--- src/hw/rtl/sbs_pkg.sv ---
// Shared types and constants for the descending sort and binary search unit.
`default_nettype none
package sbs_pkg;
   localparam int DATA_W     = 32;
   localparam int POS_W      = 6;
   localparam int RSP_DATA_W = 40;

   localparam logic OP_LOAD     = 1'b0;
   localparam logic OP_SEARCH   = 1'b1;
   localparam logic KIND_ELEM   = 1'b0;
   localparam logic KIND_SEARCH = 1'b1;

   typedef logic signed [DATA_W-1:0] data_type;

   typedef struct packed {
      logic shift_in;
      logic shift_out;
      logic sort;
      logic phase;
   } sbs_ctl_type;
endpackage
`default_nettype wire

--- src/hw/rtl/sbs_cell.sv ---
// One cell of the sorting chain: holds one element, shifts or compare-exchanges with neighbors.
`default_nettype none
module sbs_cell #(
   parameter bit IS_ODD   = 1'b0,
   parameter bit IS_FIRST = 1'b0
) (
   input  wire logic                clock,
   input  wire logic                reset,
   input  wire sbs_pkg::sbs_ctl_type ctl,
   input  wire sbs_pkg::data_type   left_data,
   input  wire logic                left_valid,
   input  wire sbs_pkg::data_type   right_data,
   input  wire logic                right_valid,
   output sbs_pkg::data_type        data,
   output logic                     valid
);
   import sbs_pkg::*;

   data_type data_ff, data_in;
   logic     valid_ff, valid_in;
   logic     left_role;
   logic     right_gt_me;
   logic     me_gt_left;

   // invalid cells rank below every element
   assign right_gt_me = right_valid && (!valid_ff || (right_data > data_ff));
   assign me_gt_left  = valid_ff && (!left_valid || (data_ff > left_data));
   assign left_role   = (IS_ODD == ctl.phase);

   always_comb begin
      data_in  = data_ff;
      valid_in = valid_ff;
      if (ctl.shift_in) begin
         data_in  = left_data;
         valid_in = left_valid;
      end else if (ctl.shift_out) begin
         data_in  = right_data;
         valid_in = right_valid;
      end else if (ctl.sort) begin
         if (left_role) begin
            if (right_gt_me) begin
               data_in  = right_data;
               valid_in = right_valid;
            end
         end else if (!IS_FIRST && me_gt_left) begin
            data_in  = left_data;
            valid_in = left_valid;
         end
      end
   end

   always_ff @(posedge clock) begin
      data_ff <= data_in;
      if (reset) begin
         valid_ff <= 1'b0;
      end else begin
         valid_ff <= valid_in;
      end
   end

   assign data  = data_ff;
   assign valid = valid_ff;
endmodule
`default_nettype wire

--- config.mk ---
export PLATFORM = sky130hd
export DESIGN_NAME = sbs_cell
export DESIGN_NICKNAME = d
export VERILOG_FILES = /design/src/hw/rtl/sbs_pkg.sv /design/src/hw/rtl/sbs_cell.sv
export SDC_FILE = /design/constraint.sdc
export NUM_CORES = 1
export LEC_CHECK = 0
export ABC_AREA = 1
export BUFFER_PORTS_ARGS = -buffer_cell sky130_fd_sc_hd__clkbuf_2
export CORE_MARGIN = 10
export CORE_UTILIZATION = 56
export DETAILED_ROUTE_END_ITERATION = 6
export PLACE_DENSITY = 0.87
export SYNTH_ARGS = -nofsm -noshare
export SYNTH_HDL_FRONTEND = slang
export SYNTH_SLANG_ARGS = --single-unit
export TNS_END_PERCENT = 50
--- constraint.sdc ---
create_clock -name clock -period 5.9 [get_ports clock]
set_clock_uncertainty 0.1 [all_clocks]
set_input_delay 1.18 -clock clock [delete_from_list [all_inputs] [get_ports clock]]
set_output_delay 1.18 -clock clock [all_outputs]
set_load 0.01 [all_outputs]
==> run_results.csv <==
group,metric,value,unit
cells_and_area,layout_commonest_cell,"clkbuf_2",
grt,grt_pass1_vias,3051,
critical_path,crit_path_start_kind,"input port",
critical_path,crit_path_end,"data[29]",
synth,ys_warn_count,0,
cts,htreeDepth,2,
critical_path,critPathRequiredTime,5.77,ns
synth,netlist_area,3140,um^2
power_and_ir_drop,leakagePower,2.21,nW
status,status,"complete, no violations",
cts,cts_tree,"yes",
power_and_ir_drop,total_power,732,uW
critical_path,worstPathArrival,3.64,ns
timing,slew_viol_final,0,
cts,numCtsBuffers,5,
synth,ys_ff_latch,33,
cts,postCtsSetupRepairBufs,0,
placed_design,dp_worst_setup_slack,1.81,ns
floorplan,dieArea,8990,um^2
timing,hold_viol,0,
cells_and_area,diodes,0,
synth,synth_cell_types,23,
floorplan,io_pins,105,
timing,finalCriticalPeriod,3.76,ns
cts,hold_buffers,0,
critical_path,worst-path-buf-inv,2,
critical_path,critPathCaptureType,"flop",
floorplan,start_util,57.3,%
route,drc,0,
route,ant_nets,0,
cells_and_area,nets,659,
critical_path,critPathMaxStageDelay,0.57,ns
cells_and_area,multi_input_area,1820,um^2
route,drtPass1Iterations,4,
timing,timing.final.crit_share,63.8,%
route,drt_first_iter_violations,119,
critical_path,cpMostUsedCell,"nand2_1",
critical_path,critical_path.max_fanout,17,
power_and_ir_drop,vdd_drop_max,154,uV
cells_and_area,syn_to_final_growth,22.0,%
critical_path,worstSetupPathType,"in -> reg",
timing,fin_tns_setup,0,ns
critical_path,r2r-end,"data[29]",
cells_and_area,utilization,69.9,%
grt,antenna_found_initial,0,
critical_path,timing.rr.start,"data[31]",
grt,grt.total_usage,18.0,%
floorplan,rows,27,
cts,path_clk_slew,0.06,ns
grt,overflow,0,
route,drt_wl_total,8.11,mm
cts,cts_resized,0,
placed_design,port-buffer-count,104,
synth,syn_inst,417,
synth,yosysSeqAreaShare,31.3,%
cells_and_area,fillCellCount,481,
power_and_ir_drop,power_density,191,nW/um^2
critical_path,rrSetupSlack,2.69,ns
placed_design,routabilityCongestion,0.877,
cts,cts_buffer_depth,2,
synth,synth_nets,553,
critical_path,cp_num_cells,15,
timing,fmax,0.266,GHz
cts,worst_skew_pair.late_latency,0.29,ns
grt,grt_pass1_wl,13.2,mm
cells_and_area,final-seq-area,981,um^2
cts,clock_sinks,33,
timing,tightest_slew,0.761,ns
critical_path,crit_chain,"clkbuf_2, ha_1, a21oi_1, o21a_1, nand2_1, a21oi_1, nand2_1, nand2_1, nand3_1, nand2_1, nand2_1, nand2_1, nand2_2, nand2_1, buf_4",
floorplan,die_h,94.8,um
placed_design,hpwl,6.86,mm
worst_hold_path,min_path_type,"reg -> reg",
route,post_drt_wl_per_cell,13.6,um
timing,slew_headroom,49.1,%
floorplan,core-area,5470,um^2
route,via_per_inst,4.98,
cells_and_area,layout-drive-gt1-share,23.7,%
job,maxCapViolations,0,
critical_path,slowest_stage,"nand2_1",
cts,clockRootBuffer,"clkbuf_8",
grt,grt_max_degree,35,
cells_and_area,most-common-layout-cells,"104 x clkbuf_2, 85 x nand2_1, 82 x inv_1",
timing,rsz0062_at_grt,"false",
timing,setup_viol,0,
timing,finalWorstSetupSlack,2.14,ns
route,num_vias,2969,
floorplan,die_width,94.8,um
critical_path,startpoint,"right_data[31]",
synth,syn_area_per_cell,7.52,um^2
critical_path,r2r.worst_path.cells,15,
critical_path,critPathTopFamily,"simple AND/OR/NAND/NOR gates",
-- state kept, by name, summed over array words and instances (netlist names) --
| name | flops |
|---|---|
| data | 32 |
| valid | 1 |
-- tightest hold or removal path, cell delays in order, from the launching register on --
cell	delay, ns
dfxtp_1	0.34
inv_1	0.07
nand3_2	0.06
nand2_1	0.05
nor2_1	0.03
-- routing by layer --
layer  share of wire (%)  track usage, %  up-vias
met4                 1.6            5.24        0
li1                    -               -     1561
met2                  50            31.3       81
met1                  41            21.2     1315
met3                 7.5            4.92       12
met5                   0               0        -
-- cell type report --
class / count / area share [%]
clock buffer: 8 / 2.09
inverter: 86 / 8.44
multi-input combinational: 291 / 47.5
sequential: 33 / 25.6
tap: 72 / 2.35
timing repair buffer: 106 / 14.0
-- logic make-up (layout without fill, tap and decap cells) --
family,count (synthesis),after routing,synth area share (%)
AOI/OAI and AO/OA,72,72,12.0
buffers and inverters,93,200,11.2
adders and majority gates,64,64,25.5
DFF,33,33,31.3
and+or+nand+nor,155,155,20.0
-- synth_stat cells --
cell	count	area, um^2
a21oi_2	1	8.76
a21oi_1	59	295
inv_1	82	308
o21ai_0	7	35.0
edfxtp_1	32	961
clkbuf_1	6	22.5
o21a_2	1	8.76
nand3_2	1	10.0
nand3_1	6	30.0
inv_2	2	7.51
nand2_2	3	18.8
nand4_1	3	18.8
nor2_2	3	18.8
nand4_2	1	12.5
dfxtp_1	1	20.0
buf_2	1	5.00
o21a_1	2	15.0
ha_1	64	801
nor2_1	53	199
o21bai_1	1	7.51
nand2_1	85	319
a21o_1	1	7.51
clkinv_1	2	7.51
-- report_power, final --
group	switching, mW	internal, mW	total (mW)
clock	0.0817	0.0838	0.166
combinational	0.150	0.110	0.260
sequential	0.0199	0.287	0.307
-- per-stage QoR --
stage          cell area (um^2)  hold slack [ns]  instances
2_1_floorplan              3140            0.492        417
3_5_place_dp               3750            0.485        588
6_report                   3830            0.502        596
3_3_place_gp               3750            0.489        588
4_1_cts                    3830            0.495        596
5_1_grt                    3830            0.535        596
-- how the worst min path moves through the flow --
| stage | startpoint | endpoint | slack, ns | depth (start not counted) |
|---|---|---|---|---|
| after floorplan | valid | valid | 0.49 | 4 |
| after global placement | valid | valid | 0.49 | 4 |
| after detailed placement | valid | valid | 0.48 | 4 |
| after CTS | valid | valid | 0.50 | 4 |
| after global routing | valid | valid | 0.54 | 4 |
| final | valid | valid | 0.50 | 4 |
Power figures use the tool's default switching activity.
